$ cat src/hdl/tcp_pkg.sv
package tcp_pkg;

  localparam logic [7:0] CH_TAB    = 8'h09;
  localparam logic [7:0] CH_PLUS   = 8'h2B;
  localparam logic [7:0] CH_MINUS  = 8'h2D;
  localparam logic [7:0] CH_DOT    = 8'h2E;
  localparam logic [7:0] CH_PCT    = 8'h25;
  localparam logic [7:0] CH_ZERO   = 8'h30;
  localparam logic [7:0] CH_NINE   = 8'h39;
  localparam logic [7:0] CH_X_LO   = 8'h78;
  localparam logic [7:0] CH_X_UP   = 8'h58;
  localparam logic [7:0] CH_E_LO   = 8'h65;
  localparam logic [7:0] CH_E_UP   = 8'h45;

  localparam logic OP_BYTE = 1'b0;
  localparam logic OP_EOL  = 1'b1;

  localparam logic [1:0] REG_RIGHT_ALL   = 2'd0;
  localparam logic [1:0] REG_NUM_RIGHT   = 2'd1;
  localparam logic [1:0] REG_PASS_NO_TAB = 2'd2;

  typedef enum logic [1:0] {
    KIND_UPDATE,
    KIND_IGNORED,
    KIND_OVERFLOW
  } close_kind_t;

  typedef struct packed {
    close_kind_t kind;
    logic        eol;
    logic        set_flag;
    logic        fresh;
  } close_ctl_t;

  typedef struct packed {
    logic [7:0]  column_index;
    logic [15:0] column_width;
    logic        right_justify;
    logic [8:0]  column_count;
    logic        line_ignored;
    logic        column_overflow;
    logic        end_of_line;
  } result_t;

endpackage

$ cat src/hdl/tcp_front.sv
module tcp_front import tcp_pkg::*; #(
  parameter int MAX_COLUMNS = 256,
  parameter int WIDTH_BITS  = 16
) (
  input  logic                                  clk,
  input  logic                                  rst_n,
  input  logic                                  acc,
  input  logic                                  op,
  input  logic [7:0]                            char_code,
  input  logic                                  num_right,
  input  logic                                  pass_no_tab,
  output logic                                  close_vld,
  output close_ctl_t                            close_ctl,
  output logic [$clog2(MAX_COLUMNS)-1:0]        close_addr,
  output logic [WIDTH_BITS-1:0]                 close_len,
  output logic [$clog2(MAX_COLUMNS+1)-1:0]      close_count
);

  localparam int IDX_W = $clog2(MAX_COLUMNS);
  localparam int CNT_W = $clog2(MAX_COLUMNS + 1);
  localparam logic [CNT_W-1:0] MAX_IDX = CNT_W'(MAX_COLUMNS);

  typedef enum logic [2:0] {
    PH_START,
    PH_SIGNED,
    PH_ZERO,
    PH_HEX,
    PH_BODY
  } phase_t;

  phase_t                phase_r, phase_nxt;
  logic                  dot_r, dot_nxt;
  logic                  exp_r, exp_nxt;
  logic                  pct_r, pct_nxt;
  logic                  fail_r, fail_nxt;
  logic [CNT_W-1:0]      cols_r;
  logic [CNT_W-1:0]      fidx_r;
  logic [WIDTH_BITS-1:0] flen_r;
  logic                  has_tab_r;
  logic                  hdr_done_r;
  logic                  part_ok;
  logic                  body_go;
  logic                  is_tab;
  logic                  in_table;
  logic                  fresh;
  logic                  ignore_line;
  logic [CNT_W-1:0]      cols_upd;

  assign part_ok     = !fail_r && (phase_r == PH_ZERO || phase_r == PH_BODY);
  assign is_tab      = (op == OP_BYTE) && (char_code == CH_TAB);
  assign in_table    = fidx_r < MAX_IDX;
  assign fresh       = fidx_r >= cols_r;
  assign ignore_line = (op == OP_EOL) && pass_no_tab && !has_tab_r;
  assign cols_upd    = (in_table && fresh) ? fidx_r + CNT_W'(1) : cols_r;

  // numeric scan of one byte
  always_comb begin
    phase_nxt = phase_r;
    dot_nxt   = dot_r;
    exp_nxt   = exp_r;
    pct_nxt   = pct_r;
    fail_nxt  = fail_r;
    body_go   = 1'b0;
    if (fail_r) begin
    end else if (pct_r) begin
      fail_nxt = 1'b1;
    end else if ((char_code == CH_E_LO || char_code == CH_E_UP) && !exp_r) begin
      if (!part_ok) begin
        fail_nxt = 1'b1;
      end else begin
        exp_nxt   = 1'b1;
        dot_nxt   = 1'b0;
        pct_nxt   = 1'b0;
        phase_nxt = PH_START;
      end
    end else begin
      case (phase_r)
        PH_START: begin
          if (char_code == CH_PLUS || char_code == CH_MINUS) phase_nxt = PH_SIGNED;
          else if (char_code == CH_ZERO) phase_nxt = PH_ZERO;
          else body_go = 1'b1;
        end
        PH_SIGNED: begin
          if (char_code == CH_ZERO) phase_nxt = PH_ZERO;
          else body_go = 1'b1;
        end
        PH_ZERO: begin
          if (char_code == CH_X_LO || char_code == CH_X_UP) begin
            phase_nxt = PH_HEX;
          end else begin
            phase_nxt = PH_BODY;
            body_go   = 1'b1;
          end
        end
        default: body_go = 1'b1;
      endcase
      if (body_go) begin
        if (char_code inside {[CH_ZERO:CH_NINE]}) begin
          phase_nxt = PH_BODY;
        end else if (char_code == CH_DOT) begin
          if (dot_r) fail_nxt = 1'b1;
          dot_nxt   = 1'b1;
          phase_nxt = PH_BODY;
        end else if (char_code == CH_PCT) begin
          pct_nxt   = 1'b1;
          phase_nxt = PH_BODY;
        end else begin
          fail_nxt = 1'b1;
        end
      end
    end
  end

  always_comb begin
    close_vld         = acc && (is_tab || op == OP_EOL);
    close_ctl.eol     = (op == OP_EOL);
    close_ctl.fresh   = fresh;
    close_ctl.set_flag = num_right && hdr_done_r && !part_ok;
    if (ignore_line) close_ctl.kind = KIND_IGNORED;
    else if (!in_table) close_ctl.kind = KIND_OVERFLOW;
    else close_ctl.kind = KIND_UPDATE;
    close_addr  = fidx_r[IDX_W-1:0];
    close_len   = flen_r;
    close_count = ignore_line ? cols_r : cols_upd;
  end

  always_ff @(posedge clk) begin
    if (!rst_n) begin
      phase_r    <= PH_START;
      dot_r      <= 1'b0;
      exp_r      <= 1'b0;
      pct_r      <= 1'b0;
      fail_r     <= 1'b0;
      cols_r     <= '0;
      fidx_r     <= '0;
      flen_r     <= '0;
      has_tab_r  <= 1'b0;
      hdr_done_r <= 1'b0;
    end else if (acc) begin
      if (op == OP_BYTE && !is_tab) begin
        if (flen_r != '1) flen_r <= flen_r + WIDTH_BITS'(1);
        phase_r <= phase_nxt;
        dot_r   <= dot_nxt;
        exp_r   <= exp_nxt;
        pct_r   <= pct_nxt;
        fail_r  <= fail_nxt;
      end else begin
        flen_r  <= '0;
        phase_r <= PH_START;
        dot_r   <= 1'b0;
        exp_r   <= 1'b0;
        pct_r   <= 1'b0;
        fail_r  <= 1'b0;
        if (!ignore_line) cols_r <= cols_upd;
        if (is_tab) begin
          has_tab_r <= 1'b1;
          if (in_table) fidx_r <= fidx_r + CNT_W'(1);
        end else begin
          has_tab_r <= 1'b0;
          fidx_r    <= '0;
          if (!ignore_line) hdr_done_r <= 1'b1;
        end
      end
    end
  end

endmodule

$ cat src/hdl/tcp_table.sv
module tcp_table import tcp_pkg::*; #(
  parameter int MAX_COLUMNS = 256,
  parameter int WIDTH_BITS  = 16
) (
  input  logic                                  clk,
  input  logic                                  rst_n,
  input  logic                                  right_all,
  input  logic                                  num_right,
  input  logic                                  close_vld,
  input  close_ctl_t                            close_ctl,
  input  logic [$clog2(MAX_COLUMNS)-1:0]        close_addr,
  input  logic [WIDTH_BITS-1:0]                 close_len,
  input  logic [$clog2(MAX_COLUMNS+1)-1:0]      close_count,
  input  logic                                  out_free,
  output logic                                  s1_ready,
  output logic                                  res_vld,
  output result_t                               res
);

  localparam int IDX_W = $clog2(MAX_COLUMNS);
  localparam int CNT_W = $clog2(MAX_COLUMNS + 1);

  // entry: {nonnumeric flag, max width}
  logic [WIDTH_BITS:0]   mem [MAX_COLUMNS];
  logic [WIDTH_BITS:0]   rd_r;

  logic                  s1_vld_r;
  close_ctl_t            s1_ctl_r;
  logic [IDX_W-1:0]      s1_addr_r;
  logic [WIDTH_BITS-1:0] s1_len_r;
  logic [CNT_W-1:0]      s1_count_r;

  logic                  byp_vld_r;
  logic [IDX_W-1:0]      byp_addr_r;
  logic [WIDTH_BITS:0]   byp_data_r;

  logic [WIDTH_BITS:0]   old_ent;
  logic [WIDTH_BITS-1:0] new_w;
  logic                  new_f;
  logic                  commit;
  logic                  wr_en;
  logic [31:0]           idx32;
  logic [31:0]           w32;
  logic [31:0]           cnt32;

  assign commit   = s1_vld_r && out_free;
  assign wr_en    = commit && (s1_ctl_r.kind == KIND_UPDATE);
  assign s1_ready = !s1_vld_r || out_free;
  assign res_vld  = s1_vld_r;

  always_comb begin
    if (byp_vld_r && byp_addr_r == s1_addr_r) old_ent = byp_data_r;
    else if (s1_ctl_r.fresh) old_ent = '0;
    else old_ent = rd_r;
    new_w = (s1_len_r > old_ent[WIDTH_BITS-1:0]) ? s1_len_r : old_ent[WIDTH_BITS-1:0];
    new_f = old_ent[WIDTH_BITS] || s1_ctl_r.set_flag;
    idx32 = 32'(s1_addr_r);
    w32   = 32'(new_w);
    cnt32 = 32'(s1_count_r);
  end

  always_comb begin
    res                 = '0;
    res.column_count    = cnt32[8:0];
    res.end_of_line     = s1_ctl_r.eol;
    res.line_ignored    = (s1_ctl_r.kind == KIND_IGNORED);
    res.column_overflow = (s1_ctl_r.kind == KIND_OVERFLOW);
    if (s1_ctl_r.kind == KIND_UPDATE) begin
      res.column_index  = idx32[7:0];
      res.column_width  = w32[15:0];
      res.right_justify = right_all || (num_right && !new_f);
    end
  end

  always_ff @(posedge clk) begin
    if (close_vld && close_ctl.kind == KIND_UPDATE) rd_r <= mem[close_addr];
    if (wr_en) mem[s1_addr_r] <= {new_f, new_w};
  end

  always_ff @(posedge clk) begin
    if (!rst_n) begin
      s1_vld_r  <= 1'b0;
      byp_vld_r <= 1'b0;
    end else begin
      if (close_vld) s1_vld_r <= 1'b1;
      else if (commit) s1_vld_r <= 1'b0;
      if (wr_en) byp_vld_r <= 1'b1;
    end
  end

  always_ff @(posedge clk) begin
    if (close_vld) begin
      s1_ctl_r   <= close_ctl;
      s1_addr_r  <= close_addr;
      s1_len_r   <= close_len;
      s1_count_r <= close_count;
    end
    if (wr_en) begin
      byp_addr_r <= s1_addr_r;
      byp_data_r <= {new_f, new_w};
    end
  end

endmodule

$ cat src/hdl/tsv_column_profiler_unit.sv
// Column profiler for a tab-separated byte stream. One input transaction is taken per clock
// cycle unless the output stalls: in_tuser = 0 carries a text byte, in_tuser = 1 marks end of
// line. Every tab and every end of line closes a field and gives one output transaction via
// the table and output registers; ordinary bytes give none. The per-column table (max width
// plus sticky non-numeric flag) sits in one memory that is read as a field closes and written
// as it leaves the table stage; a bypass lets closes of the same column on consecutive cycles
// see the newest entry. Entries at or above the number of columns seen read as zero, so no
// clearing pass follows reset. Columns at or beyond MAX_COLUMNS are reported with the overflow
// flag and leave the table alone. Configuration registers (right_all at 0x0, num_right at 0x4,
// pass_no_tab at 0x8, bit 0) must be written only while no transaction is in flight.
module tsv_column_profiler_unit import tcp_pkg::*; #(
  parameter int MAX_COLUMNS = 256,
  parameter int WIDTH_BITS  = 16
) (
  input  logic        clk,
  input  logic        rst_n,
  input  logic        in_tvalid,
  output logic        in_tready,
  input  logic [7:0]  in_tdata,     // [7:0] char_code
  input  logic        in_tuser,     // [0] op
  output logic        out_tvalid,
  input  logic        out_tready,
  output logic [39:0] out_tdata,    // [7:0] column_index, [23:8] column_width,
                                    // [24] right_justify, [33:25] column_count, zero pad
  output logic [1:0]  out_tuser,    // [0] line_ignored, [1] column_overflow
  output logic        out_tlast,    // end_of_line
  input  logic        cfg_psel,
  input  logic        cfg_penable,
  input  logic        cfg_pwrite,
  input  logic [3:0]  cfg_paddr,
  input  logic [31:0] cfg_pwdata,
  output logic [31:0] cfg_prdata,
  output logic        cfg_pready
);

  localparam int IDX_W = $clog2(MAX_COLUMNS);
  localparam int CNT_W = $clog2(MAX_COLUMNS + 1);

  logic                  right_all_r;
  logic                  num_right_r;
  logic                  pass_no_tab_r;
  logic                  acc;
  logic                  close_vld;
  close_ctl_t            close_ctl;
  logic [IDX_W-1:0]      close_addr;
  logic [WIDTH_BITS-1:0] close_len;
  logic [CNT_W-1:0]      close_count;
  logic                  out_free;
  logic                  s1_ready;
  logic                  res_vld;
  result_t               res;
  logic                  out_vld_r;
  result_t               out_res_r;
  logic                  cfg_wr;

  assign cfg_pready = 1'b1;
  assign cfg_wr     = cfg_psel && cfg_penable && cfg_pwrite && cfg_pready;

  always_comb begin
    cfg_prdata = '0;
    case (cfg_paddr[3:2])
      REG_RIGHT_ALL:   cfg_prdata[0] = right_all_r;
      REG_NUM_RIGHT:   cfg_prdata[0] = num_right_r;
      REG_PASS_NO_TAB: cfg_prdata[0] = pass_no_tab_r;
      default:         cfg_prdata    = '0;
    endcase
  end

  always_ff @(posedge clk) begin
    if (!rst_n) begin
      right_all_r   <= 1'b0;
      num_right_r   <= 1'b0;
      pass_no_tab_r <= 1'b0;
    end else if (cfg_wr) begin
      case (cfg_paddr[3:2])
        REG_RIGHT_ALL:   right_all_r   <= cfg_pwdata[0];
        REG_NUM_RIGHT:   num_right_r   <= cfg_pwdata[0];
        REG_PASS_NO_TAB: pass_no_tab_r <= cfg_pwdata[0];
        default: ;
      endcase
    end
  end

  assign out_free  = !out_vld_r || out_tready;
  assign in_tready = s1_ready;
  assign acc       = in_tvalid && in_tready;

  tcp_front #(
    .MAX_COLUMNS (MAX_COLUMNS),
    .WIDTH_BITS  (WIDTH_BITS)
  ) u_front (
    .clk         (clk),
    .rst_n       (rst_n),
    .acc         (acc),
    .op          (in_tuser),
    .char_code   (in_tdata),
    .num_right   (num_right_r),
    .pass_no_tab (pass_no_tab_r),
    .close_vld   (close_vld),
    .close_ctl   (close_ctl),
    .close_addr  (close_addr),
    .close_len   (close_len),
    .close_count (close_count)
  );

  tcp_table #(
    .MAX_COLUMNS (MAX_COLUMNS),
    .WIDTH_BITS  (WIDTH_BITS)
  ) u_table (
    .clk         (clk),
    .rst_n       (rst_n),
    .right_all   (right_all_r),
    .num_right   (num_right_r),
    .close_vld   (close_vld),
    .close_ctl   (close_ctl),
    .close_addr  (close_addr),
    .close_len   (close_len),
    .close_count (close_count),
    .out_free    (out_free),
    .s1_ready    (s1_ready),
    .res_vld     (res_vld),
    .res         (res)
  );

  always_ff @(posedge clk) begin
    if (!rst_n) begin
      out_vld_r <= 1'b0;
    end else if (out_free) begin
      out_vld_r <= res_vld;
    end
  end

  always_ff @(posedge clk) begin
    if (out_free && res_vld) out_res_r <= res;
  end

  assign out_tvalid = out_vld_r;
  assign out_tdata  = {6'd0, out_res_r.column_count, out_res_r.right_justify,
                       out_res_r.column_width, out_res_r.column_index};
  assign out_tuser  = {out_res_r.column_overflow, out_res_r.line_ignored};
  assign out_tlast  = out_res_r.end_of_line;

endmodule
$ cat config.mk
export PLATFORM = sky130hd
export DESIGN_NAME = tsv_column_profiler_unit
export DESIGN_NICKNAME = d
export VERILOG_FILES = /design/src/hdl/tcp_pkg.sv /design/src/hdl/tcp_front.sv /design/src/hdl/tcp_table.sv /design/src/hdl/tsv_column_profiler_unit.sv
export SDC_FILE = /design/constraint.sdc
export NUM_CORES = 2
export LEC_CHECK = 0
export BUFFER_PORTS_ARGS = -buffer_cell sky130_fd_sc_hd__buf_2
export CORE_MARGIN = 2
export CORE_UTILIZATION = 50
export DETAILED_ROUTE_END_ITERATION = 8
export HOLD_SLACK_MARGIN = 0.1
export MAX_ROUTING_LAYER = met4
export PLACE_DENSITY = 0.68
export SETUP_SLACK_MARGIN = 0.02
export SLEW_MARGIN = 25
export SYNTH_ARGS = -nofsm -noshare
export SYNTH_HDL_FRONTEND = slang
export SYNTH_MEMORY_MAX_BITS = 65536
export SYNTH_SLANG_ARGS = --single-unit
$ cat constraint.sdc
create_clock -name clk -period 5.2 [get_ports clk]
set_clock_uncertainty 0.2 [all_clocks]
set_input_delay 0.52 -clock clk [delete_from_list [all_inputs] [get_ports clk]]
set_output_delay 0.52 -clock clk [all_outputs]
set_load 0.02 [all_outputs]
After elaboration in Yosys (flattened, before gate mapping)
Memory sizes are Yosys's and may differ from the RTL's. A register that Yosys moved wholly into a read port is not among the register bits.
Cells that the tools add are included.

storage, ports and cells
  flip-flop bits (word level) = 149
  RAM bits = 4352
  bits of input ports = 52
  output and inout port bits = 78
  logic and storage cells = 193
  memories kept = 1

operators by class
  $add $sub $neg = 2
  magnitude comparators = 5
  eq/ne operators = 29
  mux-type cells = 68
  bitwise logic cells = 4
  reduce and logical (&&, ||, !) cells = 52

memories
  name         depth  bits a word  read ports  clocked after memory_dff  write ports  line             text
  u_table.mem  256    17           1           1                         1            tcp_table.sv:24  logic [WIDTH_BITS:0] mem [MAX_COLUMNS];

operator list
  operator                                                                          number
  16-bit 2-to-1 mux                                                                 3
  1-bit 2-to-1 mux                                                                  42
  8-bit by 6-bit equality test with 1-bit output, second input constant             5
  3-bit 2-to-1 mux                                                                  12
  9-bit 2-to-1 mux                                                                  4
  17-bit 2-to-1 mux                                                                 2
  8-bit by 7-bit equality test with 1-bit output, second input constant             4
  1-bit logical AND                                                                 19
  16-bit by 1-bit adder with 16-bit output, second input constant                   1
  16-bit greater-than comparator                                                    1
  16-bit inequality test, second input constant                                     1
  2-bit AND reduction                                                               6
  9-bit by 1-bit adder with 9-bit output, second input constant                     1
  9-bit >= comparator                                                               1
  1-bit logical OR                                                                  9
  9-bit < comparator, second input constant                                         1
  3-bit one-hot mux with 3 select lines                                             1
  8-bit by 4-bit equality test with 1-bit output, second input constant             1
  8-bit equality test                                                               1
  8-bit by 6-bit >= comparator with 1-bit output, second input constant             1
  8-bit by 6-bit less-or-equal comparator with 1-bit output, second input constant  1
  1-bit logical NOT                                                                 8
  2-bit inequality test, second input constant                                      4
  4-bit AND reduction                                                               2
  17 further kinds                                                                  29

Longest topological paths before layout
  word-level depth = 12
  gate-level depth with buffers = 17
  mapped depth without buffers = 14

Cells and area by module
A second synthesis with hierarchy kept.

second synthesis, totals
  cells, all modules = 8274
  area, all modules = 173597.7 um2

by module, submodules not included
  module                    times used  cells each  area each (um2)
  tcp_table                 1           7838        169208.5
  tcp_front                 1           337         2768.9
  tsv_column_profiler_unit  1           99          1620.3

Worst setup path before layout
Ideal clock, no wire load.

  path kind = register to register
  from = reg u_table.s1_addr_r[6]
  to = reg u_table.byp_data_r[10] (data pin)
  library setup time = 0.560 ns
  arrival = 4.939 ns
  slack = -0.499 ns
  cell stages (with the launch flop) = 17
  cells stage by stage = edfxtp_1 -> clkbuf_1 -> xnor2_1 -> nand3_1 -> nor3_2 -> clkbuf_1 -> nand2_1 -> o21ai_0 -> inv_1 -> ha_1 -> a21o_1 -> a21o_1 -> a21oi_1 -> nor2_1 -> o31ai_2 -> buf_4 -> mux2_2

between the ends
  longest elaborated chain between the ends = 5

ends and longest elaborated chain
  what                            line              text
  start: declaration              tcp_table.sv:29   logic [IDX_W-1:0] s1_addr_r;
  start signal: assignment        tcp_table.sv:94   s1_addr_r <= close_addr;
  8-bit equality test *           tcp_table.sv:52   if (byp_vld_r && byp_addr_r == s1_addr_r) old_ent = byp_data_r;
  1-bit logical AND *             tcp_table.sv:52
  17-bit 2-to-1 mux *             tcp_table.sv:52
  16-bit greater-than comparator  tcp_table.sv:55   new_w = (s1_len_r > old_ent[WIDTH_BITS-1:0]) ? s1_len_r : old_ent[WIDTH_BITS-1:0];
  16-bit 2-to-1 mux *             tcp_table.sv:55
  named net u_table.new_w[10]     tcp_table.sv:38   logic [WIDTH_BITS-1:0] new_w;
  end signal: assignment          tcp_table.sv:100  byp_data_r <= {new_f, new_w};
  end: declaration                tcp_table.sv:35   logic [WIDTH_BITS:0] byp_data_r;

Mark *: on every way through the listed nets, which the timed path passes. The rest lies on a longest branch.
A chain may end at the register's enable or synchronous reset.

Final worst setup path
  from = in in_tdata[1]
  to = reg u_front.phase_r[0]

between the ends
  longest elaborated chain between the ends = 12
  elaborated cells on any way between the ends = 43
  classes of those cells = order compare: 2; eq/ne: 13; mux: 19; reduce/logical: 9

ends and longest elaborated chain
  what                                                                                            line                               text
  start: declaration                                                                              tsv_column_profiler_unit.sv:19     input logic [7:0] in_tdata,
  8-bit by 6-bit equality test with 1-bit output (tied with other cells)                          tcp_front.sv:80, tcp_front.sv:84
  3-bit 2-to-1 mux (tied with other cells)                                                        tcp_front.sv:80, tcp_front.sv:84
  3-bit 2-to-1 mux (tied with other cells)                                                        tcp_front.sv:79                    if (char_code == CH_PLUS || char_code == CH_MINUS) phase_nxt = PH_SIGNED;
  3-bit one-hot mux with 3 select lines or 1-bit one-hot mux with 3 select lines (tied branches)  tcp_front.sv:77                    case (phase_r)
  3-bit 2-to-1 mux or 1-bit 2-to-1 mux (tied branches)                                            tcp_front.sv:104, tcp_front.sv:67
  3-bit 2-to-1 mux or 1-bit 2-to-1 mux (tied branches)                                            tcp_front.sv:100, tcp_front.sv:65
  3-bit 2-to-1 mux or 1-bit 2-to-1 mux (tied branches)                                            tcp_front.sv:98, tcp_front.sv:64
  3-bit 2-to-1 mux                                                                                tcp_front.sv:97                    if (body_go) begin
  3-bit 2-to-1 mux                                                                                tcp_front.sv:67                    end else if ((char_code == CH_E_LO || char_code == CH_E_UP) && !exp_r) begin
  3-bit 2-to-1 mux                                                                                tcp_front.sv:65                    end else if (pct_r) begin
  3-bit 2-to-1 mux                                                                                tcp_front.sv:64                    if (fail_r) begin
  3-bit 2-to-1 mux                                                                                tcp_front.sv:140                   if (op == OP_BYTE && !is_tab) begin
  end signal: assignment                                                                          tcp_front.sv:142                   phase_r <= phase_nxt;
  end: declaration                                                                                tcp_front.sv:31                    phase_t phase_r, phase_nxt;

Several ways; a longest one is shown, not always the timed one. The select of a mux whose other input is x is not followed.

==> impl_results.md <==
* Remaining global-route overflow at 0
* Count of routing violations after the opening detailed-route iteration at 13.3k
* Number of iterations in the first detailed-routing pass at 6
* Number of rows in the core area at 216
* Die Wd at slightly below 600 um
* Final Max Tran Viols at 0
* Filler cell count in the final layout at 24.8k
* Fmax at around 0.2 GHz
* Vias/cell at 6.36
* Post-synth cell types at 65
* Cell with the most instances after synthesis: edfxtp_1
* Worst-Skew Late Latency at 1000 ps
* Most used standard cells in the synthesized netlist: 4,469 x edfxtp_1, 850 x mux4_2, 590 x mux2i_1
* Detailed-route wire length per cell at roughly 33 um
* Tightest Hold Check Type: primary input to register
* Cells taking the most area after synthesis: edfxtp_1 77%, mux4_2 11%, mux2i_1 3.4%, o22ai_1 1.1%, nor2_1 0.73%
* Min cycle time layout at 5070 ps
* DIE AREA at 0.352 mm^2
* Worst Path Buf+Inv at 6
* Post-route clock period utilization at 97.4%
* Yosys top cell by area: edfxtp_1
* Port Buf Inserts at 58
* Number of H-tree levels at 5
* Crit path kind: primary input to register
* Sequential element share of the synthesized area at 77.7%
* RSZ-0062 raised after global routing: no
* Final net count at 9,051
* Top cell type's share of synthesized area at 77.2%
* Measured slew at the worst slew-check pin at around 1200 ps
* Top fanout value on the critical path at 39
* Peak supply drop at between 0.0003 and 0.0004 V
* Critical path's slowest cell: dlygate4sd3_1
* Core area at 0.346 mm^2
* Mean area per synthesized cell at ~21 um^2
* Clock edge transition at the registers on the reported setup and hold paths at 60 ps
* Library cell appearing most often on the critical path: dlygate4sd3_1
* Relative slew slack at 20.9%
* CTS tree: built
* Top-level I/O count at 130
* Total Wirelength at 456,000 um
* Clock tree buffer depth at 4
* WP data arrival at 5780 ps
* Number of buffers inserted during clock tree synthesis at ~430
* Remaining number of nets flagged by the antenna check after routing at 0
* Number of instances in the synthesized netlist at 8,235
* Leakage Power at 60.6 nW
* Max-cap violation count at 0
* Proportion of layout cells with a drive suffix above 1 at about a quarter
* Critical-path cell list: dlygate4sd3_1, buf_2, nor4_1, dlygate4sd3_1, nand2_1, nand2b_1, nand2_1, inv_4, nor2_1, a211oi_1, dlygate4sd3_1, o21ai_0, nor2_1, dlygate4sd3_1
* Share of synthesized flip-flops with an asynchronous set or reset at 0%
* HPWL Detailed at 262,000 um
* Maximum number of pins on one net before global-route repair at 171
* Sink Count at about 4.5k
* Critical Path Max Stage Delay at 680 ps
* Area grow syn2layout at 13.8%
* Vias post-DR at 88.5k
* Number of synthesized register bits at 4,518
* Most common flop cell mapped by yosys: edfxtp_1
* Required time at the endpoint of the critical path at 5910 ps
* Final Hold Violating Endpoints at 0
* Crit path max-delay family: buffers and inverters
* Antenna violations before repair at 27
* Result of the run: completed
* Aggregate global-route resource usage at a little over a quarter
* Critical Path End Type: register
* Number of enable flip-flop cells after synthesis at 4,469
* First-pass GRT wire length at 644,000 um
* Yosys Warn Count at 0
* Fin util at 57.1%
* Final setup violation count at 0
* Post-synthesis instance area at 0.174 mm^2
* Die outline height at 594 um
* Master cell of the clock root buffer: clkbuf_16
* Effective utilization at floorplan at approximately half
* P per Cell Area at between 300 and 400 mW/mm^2
* DRC viols at 0
* Total power draw at just over 70 mW
* Placer congestion estimate at 0.864
* Vias in the first global route at 87.4k
* Worst Setup Start Kind: primary input
-- where the power goes --
group	total [mW]	switching (mW)	internal (mW)	leakage, nW
combinational	1.06	0.886	0.179	13.1
clock	30.6	13.3	17.2	6.71
sequential	40.2	0.0247	40.1	40.9
-- routing by layer --
layer	vias up	wire [um]	track usage, %
met2	5296	213000	39.6
li1	35900	-	-
met5	-	0	-
met3	791	51500	5.63
met4	0	16200	8.50
met1	46500	176000	36.2
-- logic make-up (layout without fill, tap and decap cells) --
| family | count (synthesis) | count (layout) | synth area share [%] |
|---|---|---|---|
| compound gates | 841 | 841 | 3.29 |
| buf+inv | 542 | 1601 | 1.81 |
| mux | 1465 | 1465 | 14.6 |
| xor+xnor | 29 | 29 | 0.146 |
| simple gates | 811 | 811 | 2.25 |
| other cells | 2 | 48 | 0.00432 |
| fa+ha+maj | 27 | 27 | 0.194 |
| flops | 4518 | 4518 | 77.7 |
-- registers in the layout, indices dropped and copies added (netlist names), 2 cells and up --
name                count
out_tuser               2
u_table.byp_data_r     17
u_table.s1_len_r       16
u_table.s1_addr_r       8
u_table.s1_ctl_r        4
u_table.s1_count_r      9
u_front.fidx_r          9
u_front.close_len      16
out_tdata              34
u_front.cols_r          9
u_table.byp_addr_r      8
u_front.phase_r         3
u_table.rd_r           17
u_table.mem          4352
-- repair_timing --
item	in CTS	in global routing
buffers inserted	0	0
setup endpoints to repair	0	1
endpoints found under the hold margin	33	0
gates resized for setup	0	2
hold buffers	34	0
-- final timing paths --
check | startpoint | end | slack (ps) | cells after the start
hold reg to reg | u_table.res[0]$_DFFE_PP_ | out_tlast$_DFFE_PP_ | 220 | 0
setup / recovery | in_tdata[1] | u_front.phase_r[0]$_SDFFE_PN0P_ | 130 | 14
hold / removal | cfg_pwdata[0] | pass_no_tab_r$_SDFFE_PN0P_ | 190 | 4
setup reg to reg | u_table.s1_addr_r[5]$_DFFE_PP_ | u_table.mem[209][0]$_DFFE_PP_ | 350 | 16
-- cell type report --
class | instances | area [um^2] | area share, %
multi-input combinational | 3211 | 36200 | 18.3
inverter | 33 | 140 | 0.0709
antenna | 10 | 25.0 | 0.0127
timing repair buffer | 774 | 6770 | 3.42
sequential | 4518 | 135000 | 68.4
tap | 4578 | 5730 | 2.90
clock buffer | 529 | 11400 | 5.77
clock inverter | 265 | 2300 | 1.16
-- cell usage in the layout (no fill, tap or decap), drive strengths merged, types with 33 or more instances in the layout --
cell type and n:
o22ai 305, nor4 91, nor2b 35, clkbuf 529
a211oi 42, bufinv 33, buf 740, dlygate4sd3 34
edfxtp 4469, mux2i 590, inv 40, a22o 106
a22oi 107, o21ai 49, a21oi 137, dfxtp 49
nand3 44, nand4 35, clkinv 212, nor2 339
nor3 66, mux4 850, nand2 101, conb 38
-- worst register-to-register path, delay by kind of cell (launching register included) --
kind | cells | cell delay, ps
adders and majority gates | 1 | 310
xor gates and xnor gates | 1 | 250
AOI/OAI and AO/OA | 4 | 640
DFF | 1 | 400
and+or+nand+nor | 5 | 810
muxes | 1 | 820
buffers and inverters | 4 | 1160
-- per-stage QoR --
stage	instances	hold slack, ps	cell area, um^2	setup TNS [ps]	setup WS, ps
after detailed placement	13100	212	184000	0	441
after global routing	13900	200	198000	0	40.7
final	13900	191	198000	0	135
after floorplan	8271	200	174000	-1808970	-499
after CTS	13900	123	198000	0	216
after global placement	13100	207	184000	0	358
No activity file was read; power rests on OpenSTA's default activity.
